===== src/hdl/adc2p_pkg.sv =====
// Shared constants, codes and command/status types of the two-point ADC correction block.
`default_nettype none

package adc2p_pkg;

  localparam int MaxAverage   = 256;
  localparam int GainFracBits = 16;

  localparam int SampleW   = 16;
  localparam int CntW      = 9;
  localparam int AdcBitsW  = 5;
  localparam int RefSumW   = 24;
  localparam int GainW     = 24;
  localparam int ProdW     = GainW + SampleW;
  localparam int SumW      = 50;
  localparam int MeanW     = 17;
  localparam int DivW      = 33;
  localparam int DvsW      = 16;
  localparam int DivCntW   = $clog2(DivW + 1);
  localparam int KindW     = 2;
  localparam int CfgIdxW   = 2;
  localparam int CfgDataW  = 16;
  localparam int InDataW   = 16;
  localparam int OutFieldW = MeanW + 2 * SampleW + GainW;
  localparam int OutDataW  = ((OutFieldW + 7) / 8) * 8;
  localparam int OutPadW   = OutDataW - OutFieldW;

  localparam int MinAdcBits = 8;
  localparam int MaxAdcBits = 16;

  localparam logic [GainW-1:0]    GainMax       = '1;
  localparam logic [GainW-1:0]    GainUnity     = GainW'(1 << GainFracBits);
  localparam logic [CntW-1:0]     AvgCountReset = CntW'(1);
  localparam logic [AdcBitsW-1:0] AdcBitsReset  = AdcBitsW'(12);
  localparam logic [MeanW-1:0]    MeanMax       = {1'b0, {(MeanW - 1){1'b1}}};
  localparam logic [MeanW-1:0]    MeanMin       = {1'b1, {(MeanW - 1){1'b0}}};
  localparam logic [DivW-1:0]     MeanMaxMag    = DivW'(65535);
  localparam logic [DivW-1:0]     MeanMinMag    = DivW'(65536);

  typedef enum logic [1:0] {
    ReqGround  = 2'd0,
    ReqSupply  = 2'd1,
    ReqMeasure = 2'd2,
    ReqNone    = 2'd3
  } req_e;

  typedef enum logic [KindW-1:0] {
    KindMean   = 2'd0,
    KindGround = 2'd1,
    KindSupply = 2'd2
  } kind_e;

  typedef enum logic [CfgIdxW-1:0] {
    CfgAvgCount     = 2'd0,
    CfgAdcBits      = 2'd1,
    CfgPresetGround = 2'd2,
    CfgPresetSupply = 2'd3
  } cfg_e;

  typedef enum logic [1:0] {
    SrcGround = 2'd0,
    SrcSupply = 2'd1,
    SrcGain   = 2'd2,
    SrcMean   = 2'd3
  } src_e;

  typedef struct packed {
    logic  accept;
    logic  mul_item;
    logic  mul_ground;
    logic  acc;
    logic  round;
    logic  div_start;
    logic  commit;
    logic  gain_unity;
    logic  off_load;
    logic  emit;
    src_e  div_src;
    kind_e emit_kind;
  } cmd_t;

  typedef struct packed {
    req_e req;
    logic run_end;
    logic div_done;
    logic degenerate;
    logic out_free;
    logic preset_wr;
  } stat_t;

endpackage

`default_nettype wire


===== src/hdl/adc2p_div.sv =====
// Restoring serial divider, one quotient bit per cycle.
`default_nettype none

module adc2p_div (
  input  wire logic                          clk_i,
  input  wire logic                          rst_ni,
  input  wire logic                          start_i,
  input  wire logic [adc2p_pkg::DivW-1:0]    dividend_i,
  input  wire logic [adc2p_pkg::DvsW-1:0]    divisor_i,
  output logic                               done_o,
  output logic [adc2p_pkg::DivW-1:0]         quotient_o
);

  logic [adc2p_pkg::DivW-1:0]    quo_q;
  logic [adc2p_pkg::DvsW-1:0]    rem_q;
  logic [adc2p_pkg::DvsW-1:0]    dvs_q;
  logic [adc2p_pkg::DivCntW-1:0] cnt_q;
  logic                          run_q;
  logic                          done_q;
  logic [adc2p_pkg::DvsW:0]      rem_sh;
  logic [adc2p_pkg::DvsW:0]      diff;
  logic                          ge;

  assign rem_sh = {rem_q, quo_q[adc2p_pkg::DivW-1]};
  assign ge     = rem_sh >= {1'b0, dvs_q};
  assign diff   = rem_sh - {1'b0, dvs_q};

  always_ff @(posedge clk_i or negedge rst_ni) begin
    if (!rst_ni) begin
      run_q  <= 1'b0;
      done_q <= 1'b0;
      cnt_q  <= '0;
    end else if (start_i) begin
      run_q  <= 1'b1;
      done_q <= 1'b0;
      cnt_q  <= adc2p_pkg::DivCntW'(adc2p_pkg::DivW);
    end else if (run_q) begin
      cnt_q  <= cnt_q - adc2p_pkg::DivCntW'(1);
      run_q  <= cnt_q != adc2p_pkg::DivCntW'(1);
      done_q <= cnt_q == adc2p_pkg::DivCntW'(1);
    end else begin
      done_q <= 1'b0;
    end
  end

  always_ff @(posedge clk_i) begin
    if (start_i) begin
      quo_q <= dividend_i;
      rem_q <= '0;
      dvs_q <= divisor_i;
    end else if (run_q) begin
      quo_q <= {quo_q[adc2p_pkg::DivW-2:0], ge};
      rem_q <= ge ? diff[adc2p_pkg::DvsW-1:0] : rem_sh[adc2p_pkg::DvsW-1:0];
    end
  end

  assign done_o     = done_q;
  assign quotient_o = quo_q;

endmodule

`default_nettype wire


===== src/hdl/adc2p_dp.sv =====
// Datapath: configuration, levels, gain, accumulators, multiplier, divider and result register.
`default_nettype none

module adc2p_dp (
  input  wire logic                             clk_i,
  input  wire logic                             rst_ni,
  input  wire adc2p_pkg::cmd_t                  cmd_i,
  output adc2p_pkg::stat_t                      stat_o,
  input  wire logic [adc2p_pkg::InDataW-1:0]    s_tdata_i,
  input  wire logic [1:0]                       s_tuser_i,
  input  wire logic                             cfg_we_i,
  input  wire logic [adc2p_pkg::CfgIdxW-1:0]    cfg_idx_i,
  input  wire logic [adc2p_pkg::CfgDataW-1:0]   cfg_data_i,
  input  wire logic                             m_tready_i,
  output logic                                  m_tvalid_o,
  output logic [adc2p_pkg::OutDataW-1:0]        m_tdata_o,
  output logic [adc2p_pkg::KindW-1:0]           m_tuser_o
);

  logic [adc2p_pkg::CntW-1:0]     avg_count_q;
  logic [adc2p_pkg::AdcBitsW-1:0] adc_bits_q;
  logic [adc2p_pkg::SampleW-1:0]  ground_q;
  logic [adc2p_pkg::SampleW-1:0]  supply_q;
  logic [adc2p_pkg::GainW-1:0]    gain_q;
  logic [adc2p_pkg::ProdW-1:0]    offset_q;
  logic [adc2p_pkg::SumW-1:0]     msum_q;
  logic [adc2p_pkg::CntW-1:0]     mcnt_q;
  logic [adc2p_pkg::RefSumW-1:0]  gsum_q;
  logic [adc2p_pkg::CntW-1:0]     gcnt_q;
  logic [adc2p_pkg::RefSumW-1:0]  ssum_q;
  logic [adc2p_pkg::CntW-1:0]     scnt_q;
  logic [adc2p_pkg::MeanW-1:0]    mean_q;
  logic                           neg_q;
  adc2p_pkg::req_e                req_q;
  logic [adc2p_pkg::SampleW-1:0]  sample_q;
  logic [adc2p_pkg::ProdW-1:0]    prod_q;
  logic                           out_valid_q;
  adc2p_pkg::kind_e               out_kind_q;
  logic [adc2p_pkg::MeanW-1:0]    out_mean_q;
  logic [adc2p_pkg::SampleW-1:0]  out_ground_q;
  logic [adc2p_pkg::SampleW-1:0]  out_supply_q;
  logic [adc2p_pkg::GainW-1:0]    out_gain_q;

  logic [adc2p_pkg::CntW-1:0]     run_len;
  logic [adc2p_pkg::RefSumW-1:0]  gsum_new;
  logic [adc2p_pkg::RefSumW-1:0]  ssum_new;
  logic [adc2p_pkg::CntW-1:0]     gcnt_new;
  logic [adc2p_pkg::CntW-1:0]     scnt_new;
  logic [adc2p_pkg::CntW-1:0]     mcnt_new;
  logic [adc2p_pkg::SumW-1:0]     msum_new;
  logic                           run_end;
  logic [adc2p_pkg::AdcBitsW-1:0] bits;
  logic [adc2p_pkg::SampleW:0]    one_sh;
  logic [adc2p_pkg::SampleW-1:0]  full_scale;
  logic [adc2p_pkg::SumW-1:0]     mean_num;
  logic [adc2p_pkg::DivW-1:0]     dvd;
  logic [adc2p_pkg::DvsW-1:0]     dvs;
  logic                           div_done;
  logic [adc2p_pkg::DivW-1:0]     div_q;
  logic [adc2p_pkg::GainW-1:0]    gain_sat;
  logic [adc2p_pkg::MeanW-1:0]    mean_sat;
  logic [adc2p_pkg::SampleW-1:0]  mul_b;
  logic                           preset_ground_wr;
  logic                           preset_supply_wr;
  logic                           out_free;

  always_comb begin
    if (avg_count_q == '0) begin
      run_len = adc2p_pkg::CntW'(1);
    end else if (avg_count_q > adc2p_pkg::CntW'(adc2p_pkg::MaxAverage)) begin
      run_len = adc2p_pkg::CntW'(adc2p_pkg::MaxAverage);
    end else begin
      run_len = avg_count_q;
    end
  end

  assign gsum_new = gsum_q + adc2p_pkg::RefSumW'(sample_q);
  assign ssum_new = ssum_q + adc2p_pkg::RefSumW'(sample_q);
  assign gcnt_new = gcnt_q + adc2p_pkg::CntW'(1);
  assign scnt_new = scnt_q + adc2p_pkg::CntW'(1);
  assign mcnt_new = mcnt_q + adc2p_pkg::CntW'(1);
  assign msum_new = msum_q + adc2p_pkg::SumW'(prod_q) - adc2p_pkg::SumW'(offset_q);

  always_comb begin
    case (req_q)
      adc2p_pkg::ReqGround:  run_end = gcnt_new >= run_len;
      adc2p_pkg::ReqSupply:  run_end = scnt_new >= run_len;
      adc2p_pkg::ReqMeasure: run_end = mcnt_new >= run_len;
      default:               run_end = 1'b0;
    endcase
  end

  always_comb begin
    if (adc_bits_q < adc2p_pkg::AdcBitsW'(adc2p_pkg::MinAdcBits)) begin
      bits = adc2p_pkg::AdcBitsW'(adc2p_pkg::MinAdcBits);
    end else if (adc_bits_q > adc2p_pkg::AdcBitsW'(adc2p_pkg::MaxAdcBits)) begin
      bits = adc2p_pkg::AdcBitsW'(adc2p_pkg::MaxAdcBits);
    end else begin
      bits = adc_bits_q;
    end
  end

  assign one_sh     = (adc2p_pkg::SampleW + 1)'(1) << bits;
  assign full_scale = adc2p_pkg::SampleW'(one_sh - (adc2p_pkg::SampleW + 1)'(1));

  // Magnitude plus half the divisor, all in one add; the low fraction bits drop below.
  assign mean_num = (msum_q[adc2p_pkg::SumW-1] ? ~msum_q : msum_q)
                  + adc2p_pkg::SumW'({mcnt_q, {(adc2p_pkg::GainFracBits - 1){1'b0}}})
                  + adc2p_pkg::SumW'(msum_q[adc2p_pkg::SumW-1]);

  always_comb begin
    case (cmd_i.div_src)
      adc2p_pkg::SrcGround: begin
        dvd = adc2p_pkg::DivW'(gsum_new);
        dvs = adc2p_pkg::DvsW'(gcnt_new);
      end
      adc2p_pkg::SrcSupply: begin
        dvd = adc2p_pkg::DivW'(ssum_new);
        dvs = adc2p_pkg::DvsW'(scnt_new);
      end
      adc2p_pkg::SrcGain: begin
        dvd = adc2p_pkg::DivW'({full_scale, {adc2p_pkg::GainFracBits{1'b0}}});
        dvs = supply_q - ground_q;
      end
      default: begin
        dvd = mean_num[adc2p_pkg::GainFracBits +: adc2p_pkg::DivW];
        dvs = adc2p_pkg::DvsW'(mcnt_q);
      end
    endcase
  end

  adc2p_div u_div (
    .clk_i      (clk_i),
    .rst_ni     (rst_ni),
    .start_i    (cmd_i.div_start),
    .dividend_i (dvd),
    .divisor_i  (dvs),
    .done_o     (div_done),
    .quotient_o (div_q)
  );

  assign gain_sat = (div_q > adc2p_pkg::DivW'(adc2p_pkg::GainMax)) ? adc2p_pkg::GainMax
                                                                  : div_q[adc2p_pkg::GainW-1:0];

  always_comb begin
    if (neg_q) begin
      mean_sat = (div_q > adc2p_pkg::MeanMinMag) ? adc2p_pkg::MeanMin
                                                 : -div_q[adc2p_pkg::MeanW-1:0];
    end else begin
      mean_sat = (div_q > adc2p_pkg::MeanMaxMag) ? adc2p_pkg::MeanMax
                                                 : div_q[adc2p_pkg::MeanW-1:0];
    end
  end

  assign mul_b = cmd_i.mul_ground ? ground_q : sample_q;

  assign preset_ground_wr = cfg_we_i && (cfg_idx_i == adc2p_pkg::CfgPresetGround);
  assign preset_supply_wr = cfg_we_i && (cfg_idx_i == adc2p_pkg::CfgPresetSupply);
  assign out_free         = !out_valid_q || m_tready_i;

  always_ff @(posedge clk_i or negedge rst_ni) begin
    if (!rst_ni) begin
      avg_count_q <= adc2p_pkg::AvgCountReset;
      adc_bits_q  <= adc2p_pkg::AdcBitsReset;
      ground_q    <= '0;
      supply_q    <= '0;
      gain_q      <= adc2p_pkg::GainUnity;
      offset_q    <= '0;
      msum_q      <= '0;
      mcnt_q      <= '0;
      gsum_q      <= '0;
      gcnt_q      <= '0;
      ssum_q      <= '0;
      scnt_q      <= '0;
      out_valid_q <= 1'b0;
    end else begin
      if (cfg_we_i && (cfg_idx_i == adc2p_pkg::CfgAvgCount)) begin
        avg_count_q <= cfg_data_i[adc2p_pkg::CntW-1:0];
      end
      if (cfg_we_i && (cfg_idx_i == adc2p_pkg::CfgAdcBits)) begin
        adc_bits_q <= cfg_data_i[adc2p_pkg::AdcBitsW-1:0];
      end
      if (preset_ground_wr) begin
        ground_q <= cfg_data_i;
      end
      if (preset_supply_wr) begin
        supply_q <= cfg_data_i;
      end

      if (cmd_i.acc) begin
        case (req_q)
          adc2p_pkg::ReqGround: begin
            gsum_q <= run_end ? '0 : gsum_new;
            gcnt_q <= run_end ? '0 : gcnt_new;
          end
          adc2p_pkg::ReqSupply: begin
            ssum_q <= run_end ? '0 : ssum_new;
            scnt_q <= run_end ? '0 : scnt_new;
          end
          adc2p_pkg::ReqMeasure: begin
            msum_q <= msum_new;
            mcnt_q <= mcnt_new;
          end
          default: ;
        endcase
      end

      if (cmd_i.round) begin
        msum_q <= '0;
        mcnt_q <= '0;
      end

      if (div_done && cmd_i.commit) begin
        case (cmd_i.div_src)
          adc2p_pkg::SrcGround: ground_q <= div_q[adc2p_pkg::SampleW-1:0];
          adc2p_pkg::SrcSupply: supply_q <= div_q[adc2p_pkg::SampleW-1:0];
          adc2p_pkg::SrcGain:   gain_q   <= gain_sat;
          default: ;
        endcase
      end

      if (cmd_i.gain_unity) begin
        gain_q <= adc2p_pkg::GainUnity;
      end
      if (cmd_i.off_load) begin
        offset_q <= prod_q;
      end

      if (cmd_i.emit) begin
        out_valid_q <= 1'b1;
      end else if (m_tready_i) begin
        out_valid_q <= 1'b0;
      end
    end
  end

  always_ff @(posedge clk_i) begin
    if (cmd_i.accept) begin
      req_q    <= adc2p_pkg::req_e'(s_tuser_i);
      sample_q <= s_tdata_i[adc2p_pkg::SampleW-1:0];
    end
    if (cmd_i.mul_item || cmd_i.mul_ground) begin
      prod_q <= adc2p_pkg::ProdW'(gain_q) * adc2p_pkg::ProdW'(mul_b);
    end
    if (cmd_i.round) begin
      neg_q <= msum_q[adc2p_pkg::SumW-1];
    end
    if (div_done && cmd_i.commit && (cmd_i.div_src == adc2p_pkg::SrcMean)) begin
      mean_q <= mean_sat;
    end
    if (cmd_i.emit) begin
      out_kind_q   <= cmd_i.emit_kind;
      out_mean_q   <= (cmd_i.emit_kind == adc2p_pkg::KindMean) ? mean_q : '0;
      out_ground_q <= ground_q;
      out_supply_q <= supply_q;
      out_gain_q   <= gain_q;
    end
  end

  always_comb begin
    stat_o            = '0;
    stat_o.req        = req_q;
    stat_o.run_end    = run_end;
    stat_o.div_done   = div_done;
    stat_o.degenerate = (supply_q == '0) || (supply_q <= ground_q);
    stat_o.out_free   = out_free;
    stat_o.preset_wr  = preset_ground_wr || preset_supply_wr;
  end

  assign m_tvalid_o = out_valid_q;
  assign m_tuser_o  = out_kind_q;
  assign m_tdata_o  = {{adc2p_pkg::OutPadW{1'b0}}, out_gain_q, out_supply_q, out_ground_q,
                       out_mean_q};

endmodule

`default_nettype wire


===== src/hdl/adc2p_ctrl.sv =====
// Controller state machine sequencing accumulation, division, recompute and result transfer.
`default_nettype none

module adc2p_ctrl (
  input  wire logic             clk_i,
  input  wire logic             rst_ni,
  input  wire logic             s_tvalid_i,
  input  wire logic             cfg_we_i,
  input  wire adc2p_pkg::stat_t stat_i,
  output logic                  s_tready_o,
  output adc2p_pkg::cmd_t       cmd_o
);

  typedef enum logic [3:0] {
    S_IDLE,
    S_MUL,
    S_ACC,
    S_ROUND,
    S_DIV,
    S_GAIN,
    S_OFF,
    S_OFFW,
    S_EMIT
  } state_e;

  state_e           state_q, state_d;
  adc2p_pkg::src_e  src_q, src_d;
  logic             emit_sup_q, emit_sup_d;

  always_comb begin
    cmd_o           = '0;
    cmd_o.div_src   = src_q;
    cmd_o.emit_kind = adc2p_pkg::KindMean;
    state_d         = state_q;
    src_d           = src_q;
    emit_sup_d      = emit_sup_q;
    s_tready_o      = 1'b0;

    unique case (state_q)
      S_IDLE: begin
        s_tready_o   = !cfg_we_i;
        cmd_o.accept = s_tvalid_i && !cfg_we_i;
        if (cmd_o.accept) begin
          state_d = S_MUL;
        end
      end
      S_MUL: begin
        cmd_o.mul_item = 1'b1;
        state_d        = S_ACC;
      end
      S_ACC: begin
        cmd_o.acc = 1'b1;
        state_d   = S_IDLE;
        if (stat_i.run_end) begin
          unique case (stat_i.req)
            adc2p_pkg::ReqGround: begin
              cmd_o.div_start = 1'b1;
              cmd_o.div_src   = adc2p_pkg::SrcGround;
              src_d           = adc2p_pkg::SrcGround;
              state_d         = S_DIV;
            end
            adc2p_pkg::ReqSupply: begin
              cmd_o.div_start = 1'b1;
              cmd_o.div_src   = adc2p_pkg::SrcSupply;
              src_d           = adc2p_pkg::SrcSupply;
              state_d         = S_DIV;
            end
            adc2p_pkg::ReqMeasure: begin
              state_d = S_ROUND;
            end
            default: begin
              state_d = S_IDLE;
            end
          endcase
        end
      end
      S_ROUND: begin
        cmd_o.round     = 1'b1;
        cmd_o.div_start = 1'b1;
        cmd_o.div_src   = adc2p_pkg::SrcMean;
        src_d           = adc2p_pkg::SrcMean;
        state_d         = S_DIV;
      end
      S_DIV: begin
        if (stat_i.div_done) begin
          cmd_o.commit = 1'b1;
          unique case (src_q)
            adc2p_pkg::SrcSupply: begin
              emit_sup_d = 1'b1;
              state_d    = S_GAIN;
            end
            adc2p_pkg::SrcGain: begin
              state_d = S_OFF;
            end
            default: begin
              state_d = S_EMIT;
            end
          endcase
        end
      end
      S_GAIN: begin
        if (stat_i.degenerate) begin
          cmd_o.gain_unity = 1'b1;
          state_d          = S_OFF;
        end else begin
          cmd_o.div_start = 1'b1;
          cmd_o.div_src   = adc2p_pkg::SrcGain;
          src_d           = adc2p_pkg::SrcGain;
          state_d         = S_DIV;
        end
      end
      S_OFF: begin
        cmd_o.mul_ground = 1'b1;
        state_d          = S_OFFW;
      end
      S_OFFW: begin
        cmd_o.off_load = 1'b1;
        state_d        = emit_sup_q ? S_EMIT : S_IDLE;
      end
      S_EMIT: begin
        unique case (src_q)
          adc2p_pkg::SrcGround: cmd_o.emit_kind = adc2p_pkg::KindGround;
          adc2p_pkg::SrcMean:   cmd_o.emit_kind = adc2p_pkg::KindMean;
          default:              cmd_o.emit_kind = adc2p_pkg::KindSupply;
        endcase
        if (stat_i.out_free) begin
          cmd_o.emit = 1'b1;
          state_d    = S_IDLE;
        end
      end
      default: begin
        state_d = S_IDLE;
      end
    endcase

    // restart the gain and offset recompute on a preset level write
    if (stat_i.preset_wr) begin
      state_d    = S_GAIN;
      emit_sup_d = 1'b0;
    end
  end

  always_ff @(posedge clk_i or negedge rst_ni) begin
    if (!rst_ni) begin
      state_q    <= S_IDLE;
      src_q      <= adc2p_pkg::SrcGround;
      emit_sup_q <= 1'b0;
    end else begin
      state_q    <= state_d;
      src_q      <= src_d;
      emit_sup_q <= emit_sup_d;
    end
  end

endmodule

`default_nettype wire


===== src/hdl/adc_two_point_correction_averager.sv =====
// Top level of the two-point ADC gain/offset correction and averaging block.
//
// Input stream: tuser carries the sample kind (ground reference, supply
// reference, measurement), tdata the raw 16-bit reading. Output stream: tuser
// carries the result kind, tdata the corrected mean, both levels and the gain.
// The config port writes run length, resolution and the two preset levels.
//
// One item at a time: a new sample is taken only when the last is through. A
// run end goes through the shared 33-step serial divider: one division for a
// ground or measurement run end, and for a supply run end the level division,
// then the gain division and the offset multiply, where the gain division is
// skipped when the supply level gives unity gain. A preset level write restarts
// the gain/offset recompute with tready low.
// Reset loads unity gain, zero levels and empty runs. A result waits in the
// output register while tready is low; the next sample is still taken and
// the block stalls only when it has another result to hand over.
`default_nettype none

module adc_two_point_correction_averager (
  input  wire logic                             clk_i,
  input  wire logic                             rst_ni,
  input  wire logic                             s_axis_tvalid,
  output logic                                  s_axis_tready,
  input  wire logic [adc2p_pkg::InDataW-1:0]    s_axis_tdata,  // [15:0] sample
  input  wire logic [1:0]                       s_axis_tuser,  // [1:0] req_type
  output logic                                  m_axis_tvalid,
  input  wire logic                             m_axis_tready,
  // [16:0] corrected_mean, [32:17] ground_level, [48:33] supply_level, [72:49] gain_out
  output logic [adc2p_pkg::OutDataW-1:0]        m_axis_tdata,
  output logic [adc2p_pkg::KindW-1:0]           m_axis_tuser,  // [1:0] result_kind
  input  wire logic                             cfg_we_i,
  input  wire logic [adc2p_pkg::CfgIdxW-1:0]    cfg_idx_i,
  input  wire logic [adc2p_pkg::CfgDataW-1:0]   cfg_data_i
);

  adc2p_pkg::cmd_t  cmd;
  adc2p_pkg::stat_t stat;

  adc2p_ctrl u_ctrl (
    .clk_i      (clk_i),
    .rst_ni     (rst_ni),
    .s_tvalid_i (s_axis_tvalid),
    .cfg_we_i   (cfg_we_i),
    .stat_i     (stat),
    .s_tready_o (s_axis_tready),
    .cmd_o      (cmd)
  );

  adc2p_dp u_dp (
    .clk_i      (clk_i),
    .rst_ni     (rst_ni),
    .cmd_i      (cmd),
    .stat_o     (stat),
    .s_tdata_i  (s_axis_tdata),
    .s_tuser_i  (s_axis_tuser),
    .cfg_we_i   (cfg_we_i),
    .cfg_idx_i  (cfg_idx_i),
    .cfg_data_i (cfg_data_i),
    .m_tready_i (m_axis_tready),
    .m_tvalid_o (m_axis_tvalid),
    .m_tdata_o  (m_axis_tdata),
    .m_tuser_o  (m_axis_tuser)
  );

endmodule

`default_nettype wire


===== config.mk =====
export PLATFORM = sky130hd
export DESIGN_NAME = adc_two_point_correction_averager
export DESIGN_NICKNAME = d
export VERILOG_FILES = /design/src/hdl/adc2p_pkg.sv /design/src/hdl/adc2p_div.sv /design/src/hdl/adc2p_dp.sv /design/src/hdl/adc2p_ctrl.sv /design/src/hdl/adc_two_point_correction_averager.sv
export SDC_FILE = /design/constraint.sdc
export NUM_CORES = 2
export LEC_CHECK = 0
export ABC_AREA = 1
export BUFFER_PORTS_ARGS = -buffer_cell sky130_fd_sc_hd__buf_2
export CAP_MARGIN = 20
export CORE_ASPECT_RATIO = 0.7
export CORE_MARGIN = 1.5
export CORE_UTILIZATION = 44
export CTS_BUF_LIST = sky130_fd_sc_hd__clkbuf_8
export DETAILED_ROUTE_END_ITERATION = 6
export GPL_TIMING_DRIVEN = 1
export HOLD_SLACK_MARGIN = 0.08
export PLACE_DENSITY = 0.59
export REMOVE_ABC_BUFFERS = 1
export SYNTH_ARGS = -nofsm -noshare
export SYNTH_HDL_FRONTEND = slang
export SYNTH_SLANG_ARGS = --single-unit

===== constraint.sdc =====
create_clock -name clk_i -period 7.75 [get_ports clk_i]
set_input_delay 0.3875 -clock clk_i [delete_from_list [all_inputs] [get_ports clk_i]]
set_output_delay 0.3875 -clock clk_i [all_outputs]
set_load 0.03 [all_outputs]

Yosys cells after proc, flatten, opt, wreduce, memory -nomap -nowiden
Cells that the tools add are included. W data, S select, Z words.

Add/subtract/negate cells: 14. $mul: 1. $lt $le $gt $ge: 11. Equality and inequality tests: 24. Shift-type cells: 1. Mux-type cells: 80. Bitwise operators: 1. Reduce and logical (&&, ||, !) cells: 37.

Operators by type and width (count): $mux W50 (3); $mux W24 (6); $mux W16 (8); $pmux W33 S3 (1); $mux W33 (2); $mux W9 (7); $mux W17 (3); $add A50 B40 Y50 (1); $sub A50 B40 Y50 (1); $add A49 B1 Y49 (1); $add A49 B24 Y49 (1); $mux W49 (1); $not A49 Y49 (1); $add A24 B16 Y24 (2); $pmux W16 S3 (1); $mul A24 B16 Y40 (1); $pmux W4 S9 (1); $gt A33 B16 Y1 const B (1); $gt A33 B17 Y1 const B (1); $gt A33 B24 Y1 const B (1); $sub A16 B16 Y16 (2); $add A9 B1 Y9 const B (3); $ge A9 B9 Y1 (3); $mux W1 (26); other kinds (39) (91).

Register bits: 467. Bits of input ports: 41. Output and inout bits: 84. Word-level logic and storage cells: 201.

Longest topological paths before layout
Word-level depth: 11. Depth in mapped cells: 33. Mapped depth without buffers: 31.

Modules after synthesis
Synthesis repeated with hierarchy kept, for this count alone.

Cells, all modules: 6444. Area total of the unflattened synthesis: 45895.3 µm².

Modules (own cells, without submodules): adc2p_dp (times used 1, cells each 5817, area each 41144.5 µm², seq. area each 10445.0 µm²); adc2p_div (times used 1, cells each 521, area each 4097.7 µm², seq. area each 1991.9 µm²); adc2p_ctrl (times used 1, cells each 106, area each 653.1 µm², seq. area each 175.2 µm²).

Worst setup path before layout
Ideal clock, no wire load.

Path kind: reg-to-reg. Start point: register u_ctrl.state_q[3]. End point: register u_dp.prod_q[31] (netlist name) (data pin). Setup time: 0.258 ns. Data arrival time: 6.595 ns. Required time: 7.492 ns. Setup slack: 0.897 ns. Cell stages (with the launch flop): 30. Cells stage by stage: dfrtp_1 > nor2_1 > inv_1 > nor3_2 > clkbuf_1 > or2_2 > o21ai_0 > inv_1 > clkbuf_1 > nand2_1 > fa_1 > inv_1 > fa_1 > inv_1 > fa_1 > inv_1 > fa_1 > fa_1 > inv_1 > fa_1 > inv_1 > ha_1 > nand2_1 > nor2_1 > inv_1 > o21ai_0 > a21oi_1 > o21ai_0 > a31oi_1 > xnor2_1.

Word-level cells in the longest chain between the ends: 4.

RTL lines: start: declaration (line adc2p_ctrl.sv:26) `state_e state_q, state_d;`; start signal: assignment (line adc2p_ctrl.sv:149) `state_q <= state_d;`; $eq A4 B3 Y1 (line adc2p_ctrl.sv:39) `unique case (state_q)`; $mux W1 (line adc2p_ctrl.sv:39); $mux W16 (line adc2p_dp.sv:155) `assign mul_b = cmd_i.mul_ground ? ground_q : sample_q;`; $mul A24 B16 Y40 (line adc2p_dp.sv:243) `prod_q <= adc2p_pkg::ProdW'(gain_q) * adc2p_pkg::ProdW'(mul_b);`; end signal: assignment (line adc2p_dp.sv:243); end: declaration (line adc2p_dp.sv:36) `logic [adc2p_pkg::ProdW-1:0] prod_q;`.

Every way passes these cells. A chain may end at the register's enable or synchronous reset.

Worst setup path in the final report
Start point: register u_ctrl.state_q[2]. End point: register u_dp.prod_q[35] (netlist name) (data pin).

Same word-level chain as after synthesis.

==> impl_results.md <==
* Via count at 37.1k
* Most common flop cell mapped by yosys: dfrtp_1
* Initial antenna violation count at 10
* Pin count of the biggest net entering global routing at 115
* Final period utilization at 95.8%
* Clk slew on worst S/H paths at 0.08 ns
* CTS root buf: clkbuf_8
* CP Class: reg2reg
* Final Hold Viols at 0
* Drt first-iter violations at between 3k and 4k
* Die Wd at approximately 370 um
* CP peak stage delay at 0.55 ns
* Critical path peak fanout at 18
* # setup viols final at 0
* Global-route wire length before repair at 220000 um
* Hold Crit Class: in2reg
* Pwr dens at 495 mW/mm^2
* Reg2reg setup slack at 0.33 ns
* Worst skew pair latency at slightly below 0.8 ns
* H-tree lvl count at 3
* Startpoint types: register
* RD Place Congestion at 1.00
* Netlist Area Pre-Place at 0.0425 mm^2
* Clock sinks at 467
* CTS tree: yes
* ANT nets after route at 0
* Seq/Total Area, Yosys at 29.7%
* Final Max Slew Viols at 0
* Setup TNS at 0 ns
* Std cell rows at 95
* Place WS at around 0.12 ns
* Worst slew pin tran at 0.967 ns
* Ys async rst share at a little over half
* Worst VDD drop at between 0.3 and 0.4 mV
* Pre-antenna DRT Iters at 6
* Mean Syn Cell Area at about 7.9 um^2
* DRC viols at 0
* Post-route cell area at 0.0468 mm^2
* Post-DR vias/cell at 5.40
* Most frequent CP cell: inv_1
* Gr ovfl total at 0
* Postcts setup bufs at 0
* Yosys warns at 0
* Crit-path slowest cell: fa_1
* CTS buffer count at 83
* Fraction of layout cells with a size suffix above 1 at 7.32%
* RSZ-0062 raised after global routing: no
* Vias in the first global route at 35.0k
* Port bufs at 117
* Status: finished, final reports clean
* Final Net Count at 6194
* CTS max path bufs at 3
* HPWL after detailed placement at 117000 um
* Io pins at ~130
* Post-Syn Instances at 5353
* Die H at around 260 um
* Endpoint type of the worst setup path: register
* P_leak at 23.2 nW
* Starting density of the core at 44.4%
* Layout area overhead at 10.1%
* Worst path bufs/invs at 11
* Critical path's top delay family: adder cells
* Dpl cell area at 0.0446 mm^2
* FMAX at 0.135 GHz
* Max-Cap Viols at 0
* Final wirelength at 147000 um
* Average wire per cell in the routed design at ~21 um
* Yosys reg bits at approximately 470
* Core footprint at 0.0958 mm^2
* Clk_skew at roughly 0.073 ns
* Rel. slew slack at 35.6%
* Synth cell types at 61
* Die footprint at 0.0985 mm^2
* Post-synth EDFFs at 200
* CP Data Arrival Time at 7.91 ns
* Critical path required time at slightly above 8 ns
* Fin crit period at 7.42 ns
* Final worst slack at 0.329 ns
* GRT Total Usage at 29.7%
==> sequential cells by signal (all words and copies together), names as in the netlist, 16 cells and up <==
| register | cells |
|---|---|
| u_dp.out_gain_q | 24 |
| u_dp.ssum_q | 24 |
| u_dp.offset_q | 40 |
| u_dp.u_div.quotient_o | 33 |
| u_dp.gain_q | 24 |
| u_dp.out_ground_q | 16 |
| u_dp.ground_q | 16 |
| u_dp.out_mean_q | 17 |
| u_dp.prod_q | 40 |
| u_dp.u_div.rem_q | 16 |
| u_dp.supply_q | 16 |
| u_dp.mean_q | 17 |
| u_dp.gsum_q | 24 |
| u_dp.msum_q | 50 |
| u_dp.sample_q | 16 |
| u_dp.u_div.dvs_q | 16 |
| u_dp.out_supply_q | 16 |
==> worst reg2reg max path: cells and delay by family (launching register included) <==
kind	cells	cell delay [ns]
adder cells (fa/ha/maj)	7	3.50
buffers and inverters	11	1.23
AO/OA/AOI/OAI	7	1.17
AND/OR/NAND/NOR	5	0.69
flip-flops	1	0.37
XOR/XNOR	1	0.16
==> cell families after synthesis <==
group / share of synthesized area [%]
flip-flops: 29.7
multiplexers: 0.0265
other: 0.0177
AO/OA/AOI/OAI: 11.4
buffers and inverters: 10.8
XOR/XNOR: 4.08
adder cells (fa/ha/maj): 24.5
AND/OR/NAND/NOR: 19.5
==> metal layers <==
metal | GRT usage (%) | share of wire [%]
met5 | 0 | 0.0082
met2 | 39.3 | 39
met3 | 9.47 | 12
met4 | 6.43 | 2.0
met1 | 46.5 | 48
==> cell type report <==
type / count / area (um^2)
fill: 9568 / 49000
multi-input combinational: 3707 / 25400
sequential: 467 / 12600
inverter: 1039 / 3910
timing repair buffer: 231 / 1600
tap: 1261 / 1580
clock buffer: 92 / 1270
clock inverter: 62 / 414
antenna: 7 / 17.5
==> cells in the mapped netlist (all sizes together) (2+ instances only) <==
cell     instances  share of area, %
clkbuf          99              0.87
o31ai            9              0.16
a21oi          235               2.8
ha             274               8.1
a221oi           3             0.062
nand3          192               2.3
o211ai          10              0.18
a211o            2             0.041
a311oi           3             0.062
and3             4             0.059
or2             27              0.40
fa             350                16
dfstp            4              0.25
nor2           531               4.8
o21a            18              0.32
o221ai           2             0.041
a31oi           25              0.37
o22ai           50              0.74
xnor2           49               1.0
o21bai          13              0.23
o21ai          429               5.1
conb             2             0.018
clkinv          12              0.11
o2111ai          4             0.082
nand2         1125                10
a22o            20              0.41
edfxtp         200                14
inv           1027               9.1
dfxtp           16              0.75
a21boi          10              0.18
and2             3             0.044
nand3b          13              0.23
a211oi           4             0.071
nand4           54              0.79
dfrtp          247                15
buf             48              0.75
a21o            23              0.41
nor4            16              0.25
xor2           143               3.1
nor3            52              0.69
a31o             2             0.041
==> worst paths after layout <==
check	cells past startpoint	start	to
max in group asynchronous	3	rst_ni	u_dp.ssum_q[20]$_DFFE_PN0P_
hold reg to reg	2	u_dp.u_div.rem_q[4]$_SDFFE_PP0P_	u_dp.u_div.rem_q[4]$_SDFFE_PP0P_
min in group asynchronous	2	rst_ni	u_dp.msum_q[24]$_DFFE_PN0P_
hold / removal	4	cfg_we_i	u_ctrl.state_q[3]$_DFFE_PN0P_
setup / recovery	31	u_ctrl.state_q[2]$_DFFE_PN0P_	u_dp.prod_q[35]$_DFFE_PP_
setup reg to reg	31	u_ctrl.state_q[2]$_DFFE_PN0P_	u_dp.prod_q[35]$_DFFE_PP_
==> cells in the final DEF, fill, tap and decap left out, types with 48 or more instances in the layout <==
cell type,count
nand2_1,1116
xnor2_1,48
buf_2,116
nand4_1,54
xor2_1,137
fa_1,350
a21oi_1,232
nand3_1,189
clkbuf_8,92
o21ai_0,399
ha_1,274
edfxtp_1,200
inv_1,1040
dfrtp_1,246
nor2_1,520
buf_4,71
o22ai_1,50
==> through the flow <==
step           utilization, %  hold WS, ns  instances  total power (W)
2_1_floorplan               -       0.0919       5213           0.0152
3_3_place_gp             46.6        0.411       6664           0.0203
3_5_place_dp             46.6        0.415       6664           0.0203
4_1_cts                  48.7        0.111       6856           0.0229
5_1_grt                  48.8        0.150       6861           0.0253
6_report                 48.8        0.151       6866           0.0232
==> repair_timing <==
item,in CTS,in global routing
endpoints found under the hold margin,125,0
endpoints found under the setup margin,0,11
resized for setup,0,17
hold buffers,38,0
==> power breakdown <==
| group | internal [W] | switching [W] | total [W] | leakage [nW] |
|---|---|---|---|---|
| clock | 0.00124 | 0.00122 | 0.00246 | 0.966 |
| sequential | 0.00363 | 0.000908 | 0.00454 | 5.30 |
| combinational | 0.00524 | 0.0109 | 0.0162 | 16.9 |
No activity file was read; power rests on OpenSTA's default activity.
